==> src/sv/assert_macros.svh <==
// ----------------------------------------------------------------------------
// Assertion macros
// Clocked concurrent assertions with an active-low asynchronous reset.
// ----------------------------------------------------------------------------
`ifndef ASSERT_MACROS_SVH
`define ASSERT_MACROS_SVH

// Check that prop holds at every rising clock edge outside reset.
`define ASSERT_CLK(lbl, clk, rst_n, prop, msg) \
  lbl: assert property (@(posedge clk) disable iff (!rst_n) (prop)) else $error(msg);

// Check that prop never holds.
`define ASSERT_NEVER(lbl, clk, rst_n, prop, msg) \
  `ASSERT_CLK(lbl, clk, rst_n, !(prop), msg)

`endif

==> src/sv/sdct_pkg.sv <==
// ----------------------------------------------------------------------------
// sdct_pkg
// Types, opcodes, sense codes and response tables of the disk command target.
// ----------------------------------------------------------------------------
package sdct_pkg;

  localparam int unsigned DESCRIPTOR_MAX_DEF = 10;
  localparam int unsigned SECTOR_BYTES       = 512;
  localparam int unsigned CDB_BYTES          = 9;
  localparam int unsigned XFER_W             = 25;
  localparam int unsigned RLEN_W             = 7;
  localparam logic [31:0] XFER_MAX           = 32'h01FF_FFFF;
  localparam logic [23:0] SECTOR_B24         = 24'(SECTOR_BYTES);

  localparam logic [7:0] OP_TUR        = 8'h00;
  localparam logic [7:0] OP_REQ_SENSE  = 8'h03;
  localparam logic [7:0] OP_READ6      = 8'h08;
  localparam logic [7:0] OP_WRITE6     = 8'h0A;
  localparam logic [7:0] OP_INQUIRY    = 8'h12;
  localparam logic [7:0] OP_MSEL6      = 8'h15;
  localparam logic [7:0] OP_MSENSE6    = 8'h1A;
  localparam logic [7:0] OP_START_STOP = 8'h1B;
  localparam logic [7:0] OP_PREVENT    = 8'h1E;
  localparam logic [7:0] OP_READ_CAP   = 8'h25;
  localparam logic [7:0] OP_READ10     = 8'h28;
  localparam logic [7:0] OP_WRITE10    = 8'h2A;
  localparam logic [7:0] OP_SYNC_CACHE = 8'h35;
  localparam logic [7:0] OP_MSEL10     = 8'h55;
  localparam logic [7:0] OP_MSENSE10   = 8'h5A;

  localparam logic [5:0] PAGE_GEOMETRY = 6'h03;
  localparam logic [5:0] PAGE_RIGID    = 6'h04;
  localparam logic [5:0] PAGE_ALL      = 6'h3F;

  localparam logic [3:0] SK_NONE      = 4'h0;
  localparam logic [3:0] SK_NOT_READY = 4'h2;
  localparam logic [3:0] SK_ILLEGAL   = 4'h5;
  localparam logic [7:0] ASC_NONE       = 8'h00;
  localparam logic [7:0] ASC_NO_MEDIUM  = 8'h3A;
  localparam logic [7:0] ASC_BAD_LUN    = 8'h25;
  localparam logic [7:0] ASC_BAD_OPCODE = 8'h20;
  localparam logic [7:0] ASC_LBA_RANGE  = 8'h21;

  localparam logic REG_MEDIUM  = 1'b0;
  localparam logic REG_SECTORS = 1'b1;

  typedef enum logic [1:0] {
    DIR_NONE = 2'd0,
    DIR_IN   = 2'd1,
    DIR_OUT  = 2'd2
  } dir_e;

  typedef enum logic [2:0] {
    RSP_NONE,
    RSP_SENSE,
    RSP_INQ,
    RSP_NODEV,
    RSP_MODE6,
    RSP_MODE10,
    RSP_CAP
  } rsp_e;

  typedef struct packed {
    logic       operation;
    logic [7:0] command_byte;
    logic       last_byte;
    logic [2:0] unit_number;
    logic [7:0] fetch_index;
  } cmd_t;

  typedef struct packed {
    logic              result_kind;
    logic              status_code;
    logic [1:0]        direction;
    logic              from_medium;
    logic [XFER_W-1:0] transfer_length;
    logic [31:0]       block_address;
    logic [15:0]       block_count;
    logic [7:0]        response_byte;
  } res_t;

  typedef struct packed {
    logic                       fetch;
    logic [7:0]                 fetch_index;
    logic [2:0]                 unit;
    logic [CDB_BYTES-1:0][7:0]  cdb;
  } job_t;

  localparam logic [8*28-1:0] INQ_ID = "EMULATEDSCSI DISK       1.0 ";

  function automatic logic [7:0] inq_byte(input logic [7:0] idx);
    logic [7:0] b;
    b = '0;
    if (idx >= 8'd8 && idx <= 8'd35) begin
      b = INQ_ID[8*(8'd35 - idx) +: 8];
    end else if (idx == 8'd2 || idx == 8'd3) begin
      b = 8'h02;
    end else if (idx == 8'd4) begin
      b = 8'h1F;
    end
    return b;
  endfunction

endpackage

==> src/sv/sdct_front.sv <==
// ----------------------------------------------------------------------------
// sdct_front
// Collects descriptor bytes and issues commands and fetches to the queue.
// ----------------------------------------------------------------------------
module sdct_front #(
  parameter int unsigned DescriptorMax = sdct_pkg::DESCRIPTOR_MAX_DEF
) (
  input  logic           clk_i,
  input  logic           rst_ni,
  input  logic           accept_i,
  input  sdct_pkg::cmd_t cmd_i,
  output logic           push_o,
  output sdct_pkg::job_t job_o
);
  import sdct_pkg::*;

  localparam int unsigned IdxW = $clog2(DescriptorMax);
  localparam int unsigned CntW = $clog2(DescriptorMax + 1);

  logic [7:0]      desc_q [DescriptorMax];
  logic [CntW-1:0] cnt_q, cnt_d;
  logic            byte_acc;
  logic            room;
  logic [CDB_BYTES-1:0][7:0] cdb;

  assign byte_acc = accept_i && !cmd_i.operation;
  assign room     = cnt_q < CntW'(DescriptorMax);

  for (genvar g = 0; g < CDB_BYTES; g++) begin : g_cdb
    if (g < DescriptorMax) begin : g_st
      assign cdb[g] = (CntW'(g) < cnt_q)  ? desc_q[g] :
                      (CntW'(g) == cnt_q) ? cmd_i.command_byte : 8'h00;
    end else begin : g_nost
      assign cdb[g] = 8'h00;
    end
  end

  always_comb begin
    cnt_d = cnt_q;
    if (byte_acc) begin
      if (cmd_i.last_byte) begin
        cnt_d = '0;
      end else if (room) begin
        cnt_d = cnt_q + CntW'(1);
      end
    end
  end

  always_ff @(posedge clk_i or negedge rst_ni) begin
    if (!rst_ni) begin
      cnt_q <= '0;
    end else begin
      cnt_q <= cnt_d;
    end
  end

  always_ff @(posedge clk_i) begin
    if (byte_acc && room) begin
      desc_q[cnt_q[IdxW-1:0]] <= cmd_i.command_byte;
    end
  end

  assign push_o            = accept_i && (cmd_i.operation || cmd_i.last_byte);
  assign job_o.fetch       = cmd_i.operation;
  assign job_o.fetch_index = cmd_i.fetch_index;
  assign job_o.unit        = cmd_i.unit_number;
  assign job_o.cdb         = cdb;

endmodule

==> src/sv/sdct_fifo.sv <==
// ----------------------------------------------------------------------------
// sdct_fifo
// Two-entry queue of jobs between the front and the back.
// ----------------------------------------------------------------------------
module sdct_fifo (
  input  logic           clk_i,
  input  logic           rst_ni,
  input  logic           push_i,
  input  sdct_pkg::job_t data_i,
  input  logic           pop_i,
  output logic           valid_o,
  output logic           full_o,
  output sdct_pkg::job_t data_o
);
  import sdct_pkg::*;

  job_t       mem_q [2];
  logic       wr_q, rd_q;
  logic [1:0] cnt_q;
  logic       do_pop;

  assign valid_o = cnt_q != 2'd0;
  assign full_o  = cnt_q == 2'd2;
  assign data_o  = mem_q[rd_q];
  assign do_pop  = pop_i && valid_o;

  always_ff @(posedge clk_i or negedge rst_ni) begin
    if (!rst_ni) begin
      wr_q  <= 1'b0;
      rd_q  <= 1'b0;
      cnt_q <= 2'd0;
    end else begin
      if (push_i) begin
        wr_q <= ~wr_q;
      end
      if (do_pop) begin
        rd_q <= ~rd_q;
      end
      cnt_q <= cnt_q + {1'b0, push_i} - {1'b0, do_pop};
    end
  end

  always_ff @(posedge clk_i) begin
    if (push_i) begin
      mem_q[wr_q] <= data_i;
    end
  end

endmodule

==> src/sv/sdct_back.sv <==
// ----------------------------------------------------------------------------
// sdct_back
// Executes commands, keeps sense and response state, serves fetches.
// ----------------------------------------------------------------------------
module sdct_back (
  input  logic           clk_i,
  input  logic           rst_ni,
  input  logic           valid_i,
  input  sdct_pkg::job_t job_i,
  input  logic           medium_i,
  input  logic [31:0]    sectors_i,
  output logic           pop_o,
  output logic           res_valid_o,
  output sdct_pkg::res_t res_o
);
  import sdct_pkg::*;

  res_t              res_q, res_d;
  logic              res_valid_q;
  logic [3:0]        key_q, key_d;
  logic [7:0]        code_q, code_d, qual_q, qual_d;
  rsp_e              rsp_q, rsp_d;
  logic [RLEN_W-1:0] rlen_q, rlen_d;
  logic [3:0]        skey_q, skey_d;
  logic [7:0]        scode_q, scode_d, squal_q, squal_d;
  logic [31:0]       tot_q, tot_d;
  logic              dbd_q, dbd_d, pg3_q, pg3_d, pg4_q, pg4_d;
  logic [RLEN_W-1:0] mlen_q, mlen_d;
  logic [7:0]        fb;
  logic [20:0]       cyl;
  logic [31:0]       cap_last;

  assign pop_o    = valid_i;
  assign cyl      = tot_q[31:11];
  assign cap_last = (tot_q == 32'd0) ? 32'd0 : tot_q - 32'd1;

  always_comb begin
    logic [7:0] idx, hdr, bd, p0, p4, rel;
    idx = job_i.fetch_index;
    hdr = (rsp_q == RSP_MODE6) ? 8'd4 : 8'd8;
    bd  = dbd_q ? 8'd0 : 8'd8;
    p0  = hdr + bd;
    p4  = p0 + (pg3_q ? 8'd24 : 8'd0);
    rel = '0;
    fb  = '0;
    if (idx < {1'b0, rlen_q}) begin
      case (rsp_q)
        RSP_SENSE: begin
          case (idx)
            8'd0:    fb = 8'h70;
            8'd2:    fb = {4'h0, skey_q};
            8'd7:    fb = 8'h0A;
            8'd12:   fb = scode_q;
            8'd13:   fb = squal_q;
            default: fb = '0;
          endcase
        end
        RSP_INQ: fb = inq_byte(idx);
        RSP_NODEV: begin
          case (idx)
            8'd0:    fb = 8'h7F;
            8'd4:    fb = 8'h1F;
            default: fb = '0;
          endcase
        end
        RSP_CAP: begin
          case (idx)
            8'd0:    fb = cap_last[31:24];
            8'd1:    fb = cap_last[23:16];
            8'd2:    fb = cap_last[15:8];
            8'd3:    fb = cap_last[7:0];
            8'd5:    fb = SECTOR_B24[23:16];
            8'd6:    fb = SECTOR_B24[15:8];
            8'd7:    fb = SECTOR_B24[7:0];
            default: fb = '0;
          endcase
        end
        RSP_MODE6, RSP_MODE10: begin
          if (rsp_q == RSP_MODE6) begin
            if (idx == 8'd0) fb = {1'b0, mlen_q} - 8'd1;
            if (idx == 8'd3) fb = bd;
          end else begin
            if (idx == 8'd1) fb = {1'b0, mlen_q} - 8'd2;
            if (idx == 8'd7) fb = bd;
          end
          if (!dbd_q && idx >= hdr && idx < hdr + 8'd8) begin
            rel = idx - hdr;
            case (rel)
              8'd1:    fb = tot_q[23:16];
              8'd2:    fb = tot_q[15:8];
              8'd3:    fb = tot_q[7:0];
              8'd5:    fb = SECTOR_B24[23:16];
              8'd6:    fb = SECTOR_B24[15:8];
              8'd7:    fb = SECTOR_B24[7:0];
              default: fb = '0;
            endcase
          end
          if (pg3_q && idx >= p0 && idx < p0 + 8'd24) begin
            rel = idx - p0;
            case (rel)
              8'd0:    fb = 8'h03;
              8'd1:    fb = 8'd22;
              8'd11:   fb = 8'd32;
              8'd12:   fb = SECTOR_B24[15:8];
              8'd13:   fb = SECTOR_B24[7:0];
              default: fb = '0;
            endcase
          end
          if (pg4_q && idx >= p4 && idx < p4 + 8'd24) begin
            rel = idx - p4;
            case (rel)
              8'd0:    fb = 8'h04;
              8'd1:    fb = 8'd22;
              8'd2:    fb = {3'b000, cyl[20:16]};
              8'd3:    fb = cyl[15:8];
              8'd4:    fb = cyl[7:0];
              8'd5:    fb = 8'd64;
              8'd20:   fb = 8'h0E;
              8'd21:   fb = 8'h10;
              default: fb = '0;
            endcase
          end
        end
        default: fb = '0;
      endcase
    end
  end

  always_comb begin
    logic [7:0]  op, a8;
    logic        unit_ok, six, rd;
    logic [15:0] cnt16, a16, p16;
    logic [31:0] lba, prod;
    logic [32:0] lba_end;
    logic [5:0]  page;
    logic [1:0]  np;
    logic [RLEN_W-1:0] tot, n;
    op      = job_i.cdb[0];
    unit_ok = job_i.unit == 3'd0;
    six     = (op == OP_READ6) || (op == OP_WRITE6);
    rd      = (op == OP_READ6) || (op == OP_READ10);
    if (six) begin
      lba   = {11'b0, job_i.cdb[1][4:0], job_i.cdb[2], job_i.cdb[3]};
      cnt16 = (job_i.cdb[4] != 8'd0) ? {8'h00, job_i.cdb[4]} : 16'd256;
    end else begin
      lba   = {job_i.cdb[2], job_i.cdb[3], job_i.cdb[4], job_i.cdb[5]};
      cnt16 = {job_i.cdb[7], job_i.cdb[8]};
    end
    lba_end = {1'b0, lba} + {17'b0, cnt16};
    prod    = 32'(cnt16) * 32'(SECTOR_BYTES);
    page    = job_i.cdb[2][5:0];
    np      = {1'b0, page == PAGE_GEOMETRY || page == PAGE_ALL}
            + {1'b0, page == PAGE_RIGID || page == PAGE_ALL};
    tot     = ((op == OP_MSENSE6) ? RLEN_W'(4) : RLEN_W'(8))
            + (job_i.cdb[1][3] ? RLEN_W'(0) : RLEN_W'(8))
            + ((np == 2'd2) ? RLEN_W'(48) : (np == 2'd1) ? RLEN_W'(24) : RLEN_W'(0));
    p16     = (op == OP_MSEL6) ? {8'h00, job_i.cdb[4]} : {job_i.cdb[7], job_i.cdb[8]};
    a8      = '0;
    a16     = '0;
    n       = '0;

    res_d   = '0;
    key_d   = key_q;
    code_d  = code_q;
    qual_d  = qual_q;
    rsp_d   = rsp_q;
    rlen_d  = rlen_q;
    skey_d  = skey_q;
    scode_d = scode_q;
    squal_d = squal_q;
    tot_d   = tot_q;
    dbd_d   = dbd_q;
    pg3_d   = pg3_q;
    pg4_d   = pg4_q;
    mlen_d  = mlen_q;

    if (valid_i && job_i.fetch) begin
      res_d.result_kind   = 1'b1;
      res_d.response_byte = fb;
    end else if (valid_i) begin
      rsp_d = RSP_NONE;
      rlen_d = '0;
      tot_d = sectors_i;
      res_d.status_code = 1'b1;
      if (!medium_i) begin
        {key_d, code_d, qual_d} = {SK_NOT_READY, ASC_NO_MEDIUM, ASC_NONE};
      end else if (!unit_ok && op != OP_INQUIRY && op != OP_REQ_SENSE) begin
        {key_d, code_d, qual_d} = {SK_ILLEGAL, ASC_BAD_LUN, ASC_NONE};
      end else begin
        res_d.status_code = 1'b0;
        {key_d, code_d, qual_d} = {SK_NONE, ASC_NONE, ASC_NONE};
        unique case (op) inside
          OP_TUR, OP_START_STOP, OP_PREVENT, OP_SYNC_CACHE: ;
          OP_REQ_SENSE: begin
            a8 = (job_i.cdb[4] != 8'd0) ? job_i.cdb[4] : 8'd18;
            {skey_d, scode_d, squal_d} = {key_q, code_q, qual_q};
            rsp_d  = RSP_SENSE;
            rlen_d = (a8 < 8'd18) ? a8[RLEN_W-1:0] : RLEN_W'(18);
            res_d.direction       = DIR_IN;
            res_d.transfer_length = XFER_W'(a8);
          end
          OP_INQUIRY: begin
            a8 = (job_i.cdb[4] != 8'd0) ? job_i.cdb[4] : 8'd36;
            n  = (a8 < 8'd36) ? a8[RLEN_W-1:0] : RLEN_W'(36);
            if (!unit_ok) begin
              {key_d, code_d, qual_d} = {key_q, code_q, qual_q};
              rsp_d = RSP_NODEV;
            end else begin
              rsp_d = RSP_INQ;
            end
            rlen_d = n;
            res_d.direction       = DIR_IN;
            res_d.transfer_length = XFER_W'(n);
          end
          OP_MSEL6, OP_MSEL10: begin
            if (p16 != 16'd0) begin
              res_d.direction       = DIR_OUT;
              res_d.transfer_length = XFER_W'(p16);
            end
          end
          OP_MSENSE6, OP_MSENSE10: begin
            if (op == OP_MSENSE6) begin
              a16 = (job_i.cdb[4] != 8'd0) ? {8'h00, job_i.cdb[4]} : 16'd4;
            end else begin
              a16 = {job_i.cdb[7], job_i.cdb[8]};
              if (a16 == 16'd0) a16 = 16'd8;
            end
            n      = (a16 < 16'(tot)) ? a16[RLEN_W-1:0] : tot;
            rsp_d  = (op == OP_MSENSE6) ? RSP_MODE6 : RSP_MODE10;
            rlen_d = n;
            dbd_d  = job_i.cdb[1][3];
            pg3_d  = page == PAGE_GEOMETRY || page == PAGE_ALL;
            pg4_d  = page == PAGE_RIGID || page == PAGE_ALL;
            mlen_d = tot;
            res_d.direction       = DIR_IN;
            res_d.transfer_length = XFER_W'(n);
          end
          OP_READ_CAP: begin
            rsp_d  = RSP_CAP;
            rlen_d = RLEN_W'(8);
            res_d.direction       = DIR_IN;
            res_d.transfer_length = XFER_W'(8);
          end
          OP_READ6, OP_WRITE6, OP_READ10, OP_WRITE10: begin
            if (six || cnt16 != 16'd0) begin
              res_d.block_address = lba;
              res_d.block_count   = cnt16;
              if (lba_end > {1'b0, sectors_i}) begin
                res_d.status_code = 1'b1;
                {key_d, code_d, qual_d} = {SK_ILLEGAL, ASC_LBA_RANGE, ASC_NONE};
              end else begin
                res_d.direction       = rd ? DIR_IN : DIR_OUT;
                res_d.from_medium     = rd;
                res_d.transfer_length = (prod > XFER_MAX) ? {XFER_W{1'b1}}
                                                          : prod[XFER_W-1:0];
              end
            end
          end
          default: begin
            res_d.status_code = 1'b1;
            {key_d, code_d, qual_d} = {SK_ILLEGAL, ASC_BAD_OPCODE, ASC_NONE};
          end
        endcase
      end
    end
  end

  always_ff @(posedge clk_i or negedge rst_ni) begin
    if (!rst_ni) begin
      res_valid_q <= 1'b0;
      key_q       <= '0;
      code_q      <= '0;
      qual_q      <= '0;
      rsp_q       <= RSP_NONE;
      rlen_q      <= '0;
    end else begin
      res_valid_q <= valid_i;
      key_q       <= key_d;
      code_q      <= code_d;
      qual_q      <= qual_d;
      rsp_q       <= rsp_d;
      rlen_q      <= rlen_d;
    end
  end

  always_ff @(posedge clk_i) begin
    res_q   <= res_d;
    skey_q  <= skey_d;
    scode_q <= scode_d;
    squal_q <= squal_d;
    tot_q   <= tot_d;
    dbd_q   <= dbd_d;
    pg3_q   <= pg3_d;
    pg4_q   <= pg4_d;
    mlen_q  <= mlen_d;
  end

  assign res_valid_o = res_valid_q;
  assign res_o       = res_q;

endmodule

==> src/sv/scsi_disk_command_target.sv <==
// ----------------------------------------------------------------------------
// A command or fetch result passes through the job queue entry and then the result register.
// One item per cycle while busy is low; the back unit pops a job whenever the queue holds one.
// Descriptor bytes without the last-byte mark give no result.
// Reset clears control, sense and response length at once; no clearing pass.
// ----------------------------------------------------------------------------
// scsi_disk_command_target
// Direct-access disk target command decoder with an APB register port.
// ----------------------------------------------------------------------------
module scsi_disk_command_target #(
  parameter int unsigned DescriptorMax = sdct_pkg::DESCRIPTOR_MAX_DEF
) (
  input  logic           clk_i,
  input  logic           rst_ni,
  input  logic           start,
  output logic           busy,
  input  sdct_pkg::cmd_t cmd_i,
  output logic           res_valid_o,
  output sdct_pkg::res_t res_o,
  input  logic           psel,
  input  logic           penable,
  input  logic           pwrite,
  input  logic [2:0]     paddr,
  input  logic [31:0]    pwdata,
  output logic [31:0]    prdata,
  output logic           pready
);
  import sdct_pkg::*;

  logic        medium_q;
  logic [31:0] sectors_q;
  logic        accept, push, pop, q_valid, q_full;
  job_t        job_in, job_out;

  assign pready = 1'b1;
  assign prdata = (paddr[2] == REG_SECTORS) ? sectors_q : {31'b0, medium_q};

  always_ff @(posedge clk_i or negedge rst_ni) begin
    if (!rst_ni) begin
      medium_q  <= 1'b0;
      sectors_q <= '0;
    end else if (psel && penable && pwrite && pready) begin
      if (paddr[2] == REG_MEDIUM) begin
        medium_q <= pwdata[0];
      end else begin
        sectors_q <= pwdata;
      end
    end
  end

  assign busy   = q_full;
  assign accept = start && !busy;

  sdct_front #(.DescriptorMax(DescriptorMax)) u_front (
    .clk_i    (clk_i),
    .rst_ni   (rst_ni),
    .accept_i (accept),
    .cmd_i    (cmd_i),
    .push_o   (push),
    .job_o    (job_in)
  );

  sdct_fifo u_fifo (
    .clk_i   (clk_i),
    .rst_ni  (rst_ni),
    .push_i  (push),
    .data_i  (job_in),
    .pop_i   (pop),
    .valid_o (q_valid),
    .full_o  (q_full),
    .data_o  (job_out)
  );

  sdct_back u_back (
    .clk_i       (clk_i),
    .rst_ni      (rst_ni),
    .valid_i     (q_valid),
    .job_i       (job_out),
    .medium_i    (medium_q),
    .sectors_i   (sectors_q),
    .pop_o       (pop),
    .res_valid_o (res_valid_o),
    .res_o       (res_o)
  );

`include "assert_macros.svh"

  `ASSERT_CLK(a_fetch_clean, clk_i, rst_ni, (res_valid_o && res_o.result_kind) |-> (!res_o.status_code && res_o.direction == DIR_NONE && res_o.transfer_length == '0), "fetch result carries completion fields")
  `ASSERT_CLK(a_check_no_data, clk_i, rst_ni, (res_valid_o && res_o.status_code) |-> (res_o.direction == DIR_NONE), "check condition with a data phase")
  `ASSERT_CLK(a_medium_dir, clk_i, rst_ni, (res_valid_o && res_o.from_medium) |-> (res_o.direction == DIR_IN), "medium data without data-in")
  `ASSERT_NEVER(a_push_full, clk_i, rst_ni, push && q_full && !pop, "job queue overrun")

endmodule
==> config.mk <==
export PLATFORM = sky130hd
export DESIGN_NAME = scsi_disk_command_target
export DESIGN_NICKNAME = d
export VERILOG_FILES = /design/src/sv/sdct_pkg.sv /design/src/sv/sdct_front.sv /design/src/sv/sdct_fifo.sv /design/src/sv/sdct_back.sv /design/src/sv/scsi_disk_command_target.sv
export VERILOG_INCLUDE_DIRS = /design/src /design/src/sv
export SDC_FILE = /design/constraint.sdc
export NUM_CORES = 1
export LEC_CHECK = 0
export BUFFER_PORTS_ARGS = -buffer_cell sky130_fd_sc_hd__buf_2
export CAP_MARGIN = 20
export CORE_MARGIN = 3
export CORE_UTILIZATION = 55
export CTS_BUF_LIST = sky130_fd_sc_hd__clkbuf_4
export CTS_CLUSTER_DIAMETER = 60
export CTS_CLUSTER_SIZE = 25
export DETAILED_ROUTE_END_ITERATION = 6
export GPL_TIMING_DRIVEN = 0
export HOLD_SLACK_MARGIN = 0.12
export PLACE_DENSITY = 0.71
export SLEW_MARGIN = 20
export SYNTH_ARGS = -nofsm -noshare
export SYNTH_HDL_FRONTEND = slang
export SYNTH_SLANG_ARGS = --single-unit
==> constraint.sdc <==
create_clock -name clk_i -period 7.61 [get_ports clk_i]
set_clock_uncertainty 0.1 [all_clocks]
set_input_delay 0 -clock clk_i [delete_from_list [all_inputs] [get_ports clk_i]]
set_output_delay 0 -clock clk_i [all_outputs]
set_load 0.005 [all_outputs]
# After elaboration in Yosys (flattened, before gate mapping)

Memory sizes are Yosys's and may differ from the RTL's.
Index checks and enable logic that the tools add are counted.

Register bits after elaboration: 220
RAM bits: 248
Input port bits: 62
Output and inout port bits: 121
Word-level logic and storage cells: 307
Memories: 2

Add/subtract/negate cells: 19
$lt $le $gt $ge: 24
Equality and inequality tests: 59
Shift-type cells: 1
Muxes and demuxes: 106
Bitwise logic cells: 9
Reduce and logical (&&, ||, !) cells: 59

Memory list:

| name           | depth | bits a word | rd ports | clocked after memory_dff | write ports | RTL line         | text |
|---|---|---|---|---|---|---|---|
| u_fifo.mem_q   | 2     | 84          | 1        | 0                        | 1           | sdct_fifo.sv:17  | `job_t mem_q [2];` |
| u_front.desc_q | 10    | 8           | 9        | 0                        | 1           | sdct_front.sv:20 | `logic [7:0] desc_q [DescriptorMax];` |

Operators with widths:

| kind                                                         | number |
|---|---|
| two-way mux 8 bit                                            | 37 |
| two-way mux 77 bit                                           | 3 |
| variable part select 224 x 33 -> 8 bit, first input constant | 1 |
| two-way mux 16 bit                                           | 10 |
| one-hot mux 25 bit (6 select lines)                          | 1 |
| one-hot mux 8 bit (5 select lines)                           | 3 |
| two-way mux 32 bit                                           | 3 |
| one-hot mux 8 bit (8 select lines)                           | 1 |
| == test 8 x 2 -> 1 bit, second input constant                | 7 |
| == test 8 x 5 -> 1 bit, second input constant                | 7 |
| == test 8 x 3 -> 1 bit, second input constant                | 6 |
| == test 8 x 4 -> 1 bit, second input constant                | 6 |
| two-way mux 48 bit                                           | 1 |
| two-way mux 7 bit                                            | 6 |
| two-way mux 4 bit                                            | 10 |
| adder 32 x 16 -> 33 bit                                      | 1 |
| > comparator 33 x 32 -> 1 bit                                | 1 |
| == test 8 x 1 -> 1 bit, second input constant                | 4 |
| == test 8 x 6 -> 1 bit, second input constant                | 4 |
| zero test 32 bit                                             | 1 |
| zero test 8 bit                                              | 4 |
| one-hot mux 8 bit (4 select lines)                           | 1 |
| nonzero test 16 bit                                          | 2 |
| subtractor 32 x 1 -> 32 bit, second input constant           | 1 |
| 77 further kinds                                             | 156 |

# Depth between registers and ports, before layout

Gate-level depths: netlist (run 1).
An unclocked memory read counts as a cell.

Word-level depth: 14
Gate-level depth with buffers: 31
Gate-level depth less buffers: 25

# Cells and area by module

From an unflattened synthesis (run 1), not the netlist that was laid out.

Cells, all modules: 2095
Area, all modules: 22719.3 um^2

Modules (own cells, without submodules):

| module                   | instances | cells an instance | area each (um^2) |
|---|---|---|---|
| sdct_back                | 1         | 1349              | 10931.7 |
| sdct_fifo                | 1         | 278               | 6269.8 |
| sdct_front               | 1         | 359               | 3910.0 |
| scsi_disk_command_target | 1         | 109               | 1607.8 |

# Worst setup path before layout (run 1)

OpenSTA, ideal clock, no wires.

Kind: register to register
From: register u_fifo.rd_q
To: register u_back.key_q[0]
Setup time: 0.126 ns
Data arrival time: 6.046 ns
Required time: 7.384 ns
Setup slack: 1.338 ns
Stages on the path, launching flop included: 30
Path buffers: 7
Cell sequence: dfrtp_1 -> buf_6 -> buf_8 -> buf_6 -> buf_4 -> buf_4 -> buf_2 -> mux2_2 -> nor2_1 -> clkbuf_1 -> nand2_1 -> nand2_1 -> inv_1 -> ha_1 -> nand2_1 -> o21ai_0 -> o2111ai_1 -> a21boi_0 -> a221o_1 -> nand4_1 -> o31a_1 -> nor3_1 -> ha_1 -> nor2b_1 -> o21ai_0 -> nand3b_1 -> nor3_1 -> o221a_4 -> a21oi_1 -> a221o_1

Word-level cells in the longest chain between the ends: 11
Elaborated cells between the ends (all ways): 42

Ends and longest elaborated chain:

| what                                                                | RTL line                           | text |
|---|---|---|
| start, declared                                                     | sdct_fifo.sv:18                    | `logic wr_q, rd_q;` |
| start signal, assigned                                              | sdct_fifo.sv:37                    | `rd_q <= ~rd_q;` |
| memory read (2 x 84 bit) *                                          | n/a                                |  |
| == test 8 x 4 -> 1 bit / nonzero test 8 bit (equally long branches) | sdct_back.sv:140, sdct_back.sv:144 |  |
| logical OR 1 bit / two-way mux 9 bit (equally long branches)        | sdct_back.sv:140, sdct_back.sv:144 |  |
| two-way mux 32 bit / two-way mux 16 bit (equally long branches)     | sdct_back.sv:142                   | `if (six) begin` |
| adder 32 x 16 -> 33 bit                                             | sdct_back.sv:149                   | `lba_end = {1'b0, lba} + {17'b0, cnt16};` |
| > comparator 33 x 32 -> 1 bit                                       | sdct_back.sv:248                   | `if (lba_end > {1'b0, sectors_i}) begin` |
| two-way mux 3 bit                                                   | sdct_back.sv:248                   |  |
| two-way mux 4 bit                                                   | sdct_back.sv:245                   | `if (six \|\| cnt16 != 16'd0) begin` |
| one-hot mux 4 bit (3 select lines)                                  | sdct_back.sv:192                   | `unique case (op) inside` |
| two-way mux 4 bit                                                   | sdct_back.sv:187                   | `end else if (!unit_ok && op != OP_INQUIRY && op != OP_REQ_SENSE) begin` |
| two-way mux 4 bit                                                   | sdct_back.sv:185                   | `if (!medium_i) begin` |
| end signal, assigned                                                | sdct_back.sv:278                   | `key_q <= key_d;` |
| end, declared                                                       | sdct_back.sv:20                    | `logic [3:0] key_q, key_d;` |

Every way passes the cells marked *; elsewhere a longest branch is shown, timed or not.
A chain may end at the register's enable or synchronous reset.

# Worst setup path after layout (run 1)

From: register u_fifo.rd_q
To: register u_back.res_q (netlist bit u_back.res_o[71])

Word-level cells in the longest chain between the ends: 9
Elaborated cells between the ends (all ways): 40

Ends and longest elaborated chain:

| what                                                                       | RTL line                           | text |
|---|---|---|
| memory read (2 x 84 bit) *                                                 | n/a                                |  |
| == test 8 x 4 -> 1 bit / nonzero test 8 bit (equally long branches)        | sdct_back.sv:140, sdct_back.sv:144 |  |
| logical OR 1 bit / two-way mux 9 bit (equally long branches)               | sdct_back.sv:140, sdct_back.sv:144 |  |
| two-way mux 32 bit / two-way mux 16 bit (equally long branches)            | sdct_back.sv:142                   |  |
| adder 32 x 16 -> 33 bit / > comparator 25 bit (equally long branches)      | sdct_back.sv:149, sdct_back.sv:254 |  |
| > comparator 33 x 32 -> 1 bit / two-way mux 25 bit (equally long branches) | sdct_back.sv:248, sdct_back.sv:254 |  |
| two-way mux 28 bit                                                         | sdct_back.sv:248                   |  |
| two-way mux 77 bit                                                         | sdct_back.sv:245                   |  |
| one-hot mux 25 bit (6 select lines)                                        | sdct_back.sv:192                   |  |
| end signal, assigned                                                       | sdct_back.sv:287                   | `res_q <= res_d;` |
| end, declared                                                              | sdct_back.sv:18                    | `res_t res_q, res_d;` |

Marked as above.

==> impl_metrics.ini, run 1 <==
[setup_path]
crit_path_top_delay_cell = dfrtp_1
worst_ep_required_time_ns = 8.29
crit_start = u_fifo.rd_q
timing.rr.start = u_fifo.rd_q
r2r_slack_ns = 0.30
path_max_fanout = 10
max_stage_delay_ns = 0.44
r2r_cells = 29
endpoint_kind = flip-flop
r2r_end = u_back.res_o[71]
arrival_ns = 7.99
start_kind = flip-flop
cp_top_family = compound AO/OA/AOI/OAI gates
path_buf_inv = 9
path_class = reg2reg
cp-endpoint = u_back.res_o[71]
cp.depth = 29

[detailed_routing]
postRouteAntennaNets = 0
wl_um = 71110
drc = 0
vias_per_cell = 6.129
vias = 17910
detail_route.wl_per_cell_um = 24.34
drt_iter0_markers = 1870
first_pass_iters = 6

[timing]
setup_slack_ns = 0.2979
worst_pin_slew_ns = 1.151
setup_tns_ns = 0
fmax_mhz = 136.8
finalHoldViolations = 0
setup_viol = 0
min_period_ns = 7.312
max_slew_margin_pct = 22.94
fin_crit_sh_pct = 96.09
finalMaxSlewViolations = 0

[floorplan]
initial_core_util_pct = 56.34
io_pins = 183
die_x_um = 203.6
die_h_um = 203.6
dieArea_um2 = 41440
rows = 71
coreArea_um2 = 38110

[outcome]
status = complete, no violations

[synth]
synth_edf_count = 252
synth_cell_types = 109
synth_top_flop_cell = edfxtp_1
synthCells = 2007
avgSynthCellArea_um2 = 10.70
synth_seq_cells = 395
synth_fp_nets = 2174
syn_area_um2 = 21470
ys_seq_area_share_pct = 49.91
async_flop_share_pct = 14.43
yosys_warnings = 0

[global_route]
antenna_found_initial = 2
grt_pass1_vias = 17740
grt_pass1_wl_um = 106400
grt_max_degree = 55
grt_usage_pct = 33.64
globalRouteOverflowTotal = 0

[finish]
drive_gt1_share_pct = 17.77
postLayoutCellArea_um2 = 25520
syn_to_final_growth_pct = 18.84
layout_common_cells = 252 x edfxtp_1, 197 x nand2_1, 190 x buf_2, 152 x dlygate4sd3_1, 124 x nor2_1
nNetsFinal = 2553
final_common_cell = edfxtp_1
fin_cells = 2922

[clock_tree]
clockBufferDepth = 3
cts_made_buffers = 29
clock_latency_ns = 0.90
clkSlewWorstSetupHoldPaths_ns = 0.22
tritoncts = yes
cts_root_buf = clkbuf_4
cts.sinks = 395
cts_htree_levels = 1

[power]
powerDensity_nw_per_um2 = 293.5
switching_power_mw = 3.208
p_comb_share_pct = 47.9
power_frac_clock_pct = 15.1
peakVddDrop_v = 0.0002310
swShare_pct = 42.84
power_mw = 7.488
internal_power_mw = 4.280
leakage_nw = 10.26
p_seq_share_pct = 37.0

[placement]
dp_slack_ns = -1.493
place_area_um2 = 23160
port-buffer-count = 179
gp_congestion = 1.008
placedCellCount = 2708
hpwl_um = 52970

[min_path]
hp-class = in2reg

[flow_run]
cap_violations = 0
[how the worst min path moves through the flow]
stage                     startpoint                  end  cells after the start
after detailed placement      rst_ni     u_front.cnt_q[2]                      1
after CTS                       psel        sectors_q[25]                      4
after floorplan               rst_ni             medium_q                      0
after global placement      cmd_i[7]  u_fifo.mem_q[0][82]                      1
final                           psel         sectors_q[0]                      4
after global routing            psel         sectors_q[0]                      4
[tightest hold or removal path, stage by stage]
cell and delay [ns]:
buf_2 0.11, nand4_1 0.28, mux2_2 0.21, dlygate4sd3_1 0.53
[power by group through the flow]
| stage | Combinational, mW | Clock (mW) | Sequential [mW] |
|---|---|---|---|
| 3_3_place_gp | 3.16 | 0 | 2.83 |
| 5_1_grt | 3.86 | 1.23 | 2.79 |
| 2_1_floorplan | 2.26 | 0 | 2.73 |
| 4_1_cts | 3.45 | 1.15 | 2.76 |
| 3_5_place_dp | 3.27 | 0 | 2.80 |
| 6_report | 3.59 | 1.13 | 2.77 |
[metrics by stage]
| step | util (%) | hold slack [ns] |
|---|---|---|
| 2_1_floorplan | - | -0.3956 |
| 3_3_place_gp | 60.37 | 0.08663 |
| 3_5_place_dp | 60.76 | -0.1411 |
| 4_1_cts | 66.66 | 0.1215 |
| 5_1_grt | 66.95 | 0.2389 |
| 6_report | 66.95 | 0.2393 |
[sequential cells by signal (all words and copies together), names as in the netlist]
signal,flops
u_back.rsp_q,3
u_fifo.cnt_q,2
u_back.skey_q,1
u_front.desc_q,61
u_back.res_o,86
u_fifo.mem_q,146
u_back.dbd_q,1
sectors_q,32
u_back.pg4_q,1
u_fifo.wr_q,1
u_back.scode_q,4
u_back.tot_q,32
u_back.mlen_q,5
u_back.key_q,1
u_front.cnt_q,4
u_back.code_q,4
u_back.pg3_q,1
u_back.res_valid_o,1
medium_q,1
u_back.rlen_q,7
u_fifo.rd_q,1
[synth_stat cells (11+ instances only)]
| master | n | area (um^2) |
|---|---|---|
| a211oi_1 | 12 | 90.09 |
| o22ai_1 | 30 | 187.7 |
| a31oi_1 | 21 | 131.4 |
| xnor2_1 | 47 | 411.6 |
| inv_1 | 113 | 424.2 |
| nor4_1 | 18 | 112.6 |
| and3_1 | 33 | 206.5 |
| a21o_1 | 13 | 97.59 |
| xor2_1 | 21 | 183.9 |
| nor2_1 | 125 | 469.2 |
| ha_1 | 95 | 1189 |
| clkbuf_1 | 56 | 210.2 |
| nor2b_1 | 21 | 131.4 |
| mux2_2 | 61 | 686.9 |
| nor3_1 | 55 | 275.3 |
| edfxtp_1 | 252 | 7567 |
| nand4_1 | 20 | 125.1 |
| o21ai_0 | 100 | 500.5 |
| buf_2 | 19 | 95.09 |
| dfxtp_1 | 86 | 1722 |
| o21a_1 | 14 | 105.1 |
| a21oi_1 | 97 | 485.5 |
| nand2_1 | 198 | 743.2 |
| nand3_1 | 35 | 175.2 |
| a22o_1 | 27 | 236.5 |
| mux2i_1 | 49 | 490.5 |
| nor3_2 | 11 | 110.1 |
| nand2b_1 | 19 | 118.9 |
| or4_1 | 11 | 82.58 |
| and2_1 | 55 | 344.1 |
| dfrtp_1 | 57 | 1426 |
[kinds of logic after synthesis]
kind of cell               Yosys count  share of synthesized area, %
AOI/OAI and AO/OA                  443                         14.03
other                                1                       0.01747
xor gates and xnor gates            68                         2.774
adders and majority gates          105                         6.469
muxes                              121                         6.556
buffers and inverters              203                         3.998
DFF                                395                         49.91
and+or+nand+nor                    671                         16.25
[metal layers]
| metal | part of all wire, % | global-route usage (%) |
|---|---|---|
| met1 | 40 | 42.39 |
| met3 | 6.3 | 4.326 |
| met5 | 0 | 0 |
| met2 | 49 | 57.45 |
| met4 | 5.6 | 16.67 |
[repair_timing]
action | CTS | global route
hold buffers | 153 | 0
buffers inserted | 3 | 4
pin swaps | 3 | 10
endpoints found under the setup margin | 23 | 23
gates resized for setup | 35 | 21
hold endpoints to repair | 500 | 0
[area by class of cell]
type | count | area [um^2]
fill | 2949 | 12590
clock buffer | 31 | 232.7
buffer | 87 | 464.2
clock inverter | 23 | 326.6
inverter | 114 | 427.9
multi-input combinational | 1409 | 10070
sequential | 395 | 10720
timing repair buffer | 350 | 2631
tap | 511 | 639.4
antenna | 2 | 5.005
No activity file was read; power rests on OpenSTA's default activity.
==> run 2, diff against run 1 <==
GPL_TIMING_DRIVEN = not set   (was 0)
==> impl_metrics.ini, run 2 (synthesized netlist as in run 1, its figures left out) <==
[clock_tree]
tritoncts = yes
cts.sinks = 395
cts_htree_levels = 1
post_cts.repair.setup_buffers = 0
clkSlewWorstSetupHoldPaths_ns = 0.20
cts_root_buf = clkbuf_4
cts_made_buffers = 31
clockBufferDepth = 3
clock_latency_ns = 0.90

[placement]
place_area_um2 = 22800
port-buffer-count = 179
gp_congestion = 0.9682
hpwl_um = 46510

[power]
power_frac_clock_pct = 15.1
internal_power_mw = 4.096
switching_power_mw = 2.988
powerDensity_nw_per_um2 = 284.7
peakVddDrop_v = 0.0001902
p_seq_share_pct = 39.8
swShare_pct = 42.18
p_comb_share_pct = 45.1
leakage_nw = 10.02

[global_route]
globalRouteOverflowTotal = 0
grt_usage_pct = 30.80
grt_pass1_wl_um = 98840
grt_pass1_vias = 16810
antenna_found_initial = 2
grt_max_degree = 74

[finish]
drive_gt1_share_pct = 16.69
postLayoutCellArea_um2 = 24890
largest_reg_flops = 146
top_register = u_fifo.mem_q
syn_to_final_growth_pct = 15.90
final_common_cell = edfxtp_1
layout_common_cells = 252 x edfxtp_1, 198 x nand2_1, 179 x buf_2, 155 x dlygate4sd3_1, 124 x nor2_1
nNetsFinal = 2479

[timing]
rsz0062_at_grt = false
finalMaxSlewViolations = 0
min_period_ns = 7.130
finalHoldViolations = 0
setup_tns_ns = 0
holdWs_ns = 0.2313
fin_crit_sh_pct = 93.69
setup_viol = 0
worst_pin_slew_ns = 1.028
fmax_mhz = 140.3
max_slew_margin_pct = 31.48

[setup_path]
start_kind = flip-flop
crit_chain = or3b_1 > nand2_1 > nand4b_2 > o21ai_1 > inv_1 > ha_1 > fa_1 > a211oi_1 > o21ai_0 > and3_1 > a211o_1 > nor3b_1 > xor2_1 > ha_1 > nand4_1 > nor4_1 > nand4_1 > o211ai_1 > nor3_1 > o211ai_2 > buf_4 > o21ai_0
worst_ep_required_time_ns = 8.29
endpoint_kind = flip-flop
max_stage_delay_ns = 0.68
timing.rr.start = u_fifo.rd_q
path_max_fanout = 29
crit_start = u_fifo.rd_q
arrival_ns = 7.81
path_class = reg2reg
crit_path_top_delay_cell = o21ai_1
cp_top_family = simple AND/OR/NAND/NOR gates
path_buf_inv = 2

[floorplan]
die_h_um = 203.6
coreArea_um2 = 38110
rows = 71
io_pins = 183
initial_core_util_pct = 56.34
dieArea_um2 = 41440
die_x_um = 203.6

[outcome]
status = complete, no violations

[detailed_routing]
postRouteAntennaNets = 0
first_pass_iters = 6
vias = 17280
drc = 0
drt_iter0_markers = 1465
vias_per_cell = 6.067
wl_um = 65170
detail_route.wl_per_cell_um = 22.87

[flow_run]
cap_violations = 0

[min_path]
holdCritStartpoint = paddr[2]
hp-class = in2reg
[run 2: cell count changes in the layout (fill, tap and decap cells not counted), sizes merged]
cell         delta
clkinv          +6
clkbuf         -56
inv             -1
buf            -23
clkinvlp        +1
diode           -1
dlygate4sd3     +3
bufinv          -2
[run 2: tightest hold or removal path, stage by stage]
cell	delay, ns
buf_2	0.26
nor2_1	0.16
dlygate4sd3_1	0.56
mux2_2	0.15
[run 2: power by group through the flow]
stage	logic, mW	registers [mW]	clock network (mW)
global placement	2.94	2.85	0
finish	3.19	2.82	1.07
global route	3.50	2.84	1.17
CTS	3.13	2.81	1.10
detailed placement	3.02	2.86	0
floorplan	2.26	2.73	0
[run 2: worst paths after layout]
check | slack [ns] | to | depth (start not counted)
max reg2reg | 0.48 | u_back.res_o[83] | 22
min | 0.23 | medium_q | 4
min in group asynchronous | 0.27 | u_front.cnt_q[1] | 4
max | 0.48 | u_back.res_o[83] | 22
max in group asynchronous | 6.47 | u_fifo.rd_q | 4
min reg2reg | 0.37 | u_back.scode_q[4] | 0
[run 2: routing by layer]
metal	GRT usage (%)	vias to the layer above	part of all wire, %
li1	-	8034	-
met1	40.13	8320	40
met2	53.45	768	49
met3	3.288	160	6.2
met4	11.50	2	4.4
met5	0	-	0.020
[run 2: cell type report]
class / instances / area, um^2
Antenna cell: 1 / 2.502
Clock inverter: 27 / 291.5
Tap cell: 511 / 639.4
Fill cell: 3003 / 13230
Sequential cell: 395 / 10720
Inverter: 114 / 427.9
Clock buffer: 31 / 232.7
Multi-Input combinational cell: 1409 / 9918
Timing Repair Buffer: 361 / 2654
[run 2: timing repair]
action	4_1_cts	5_1_grt
hold buffers	155	0
endpoints found under the hold margin	482	0
resized for setup	0	2
endpoints found under the setup margin	0	22
[run 2: stage by stage]
step                std cells  util, %  worst slack (ns)  total power, mW
floorplan                2007        -             1.338            4.998
global placement         2635    59.83            0.6145            5.791
detailed placement       2635    59.83            0.5118            5.876
CTS                      2848    65.28            0.4495            7.041
global route             2849    65.30           0.05864            7.513
finish                   2849    65.30            0.4804            7.085
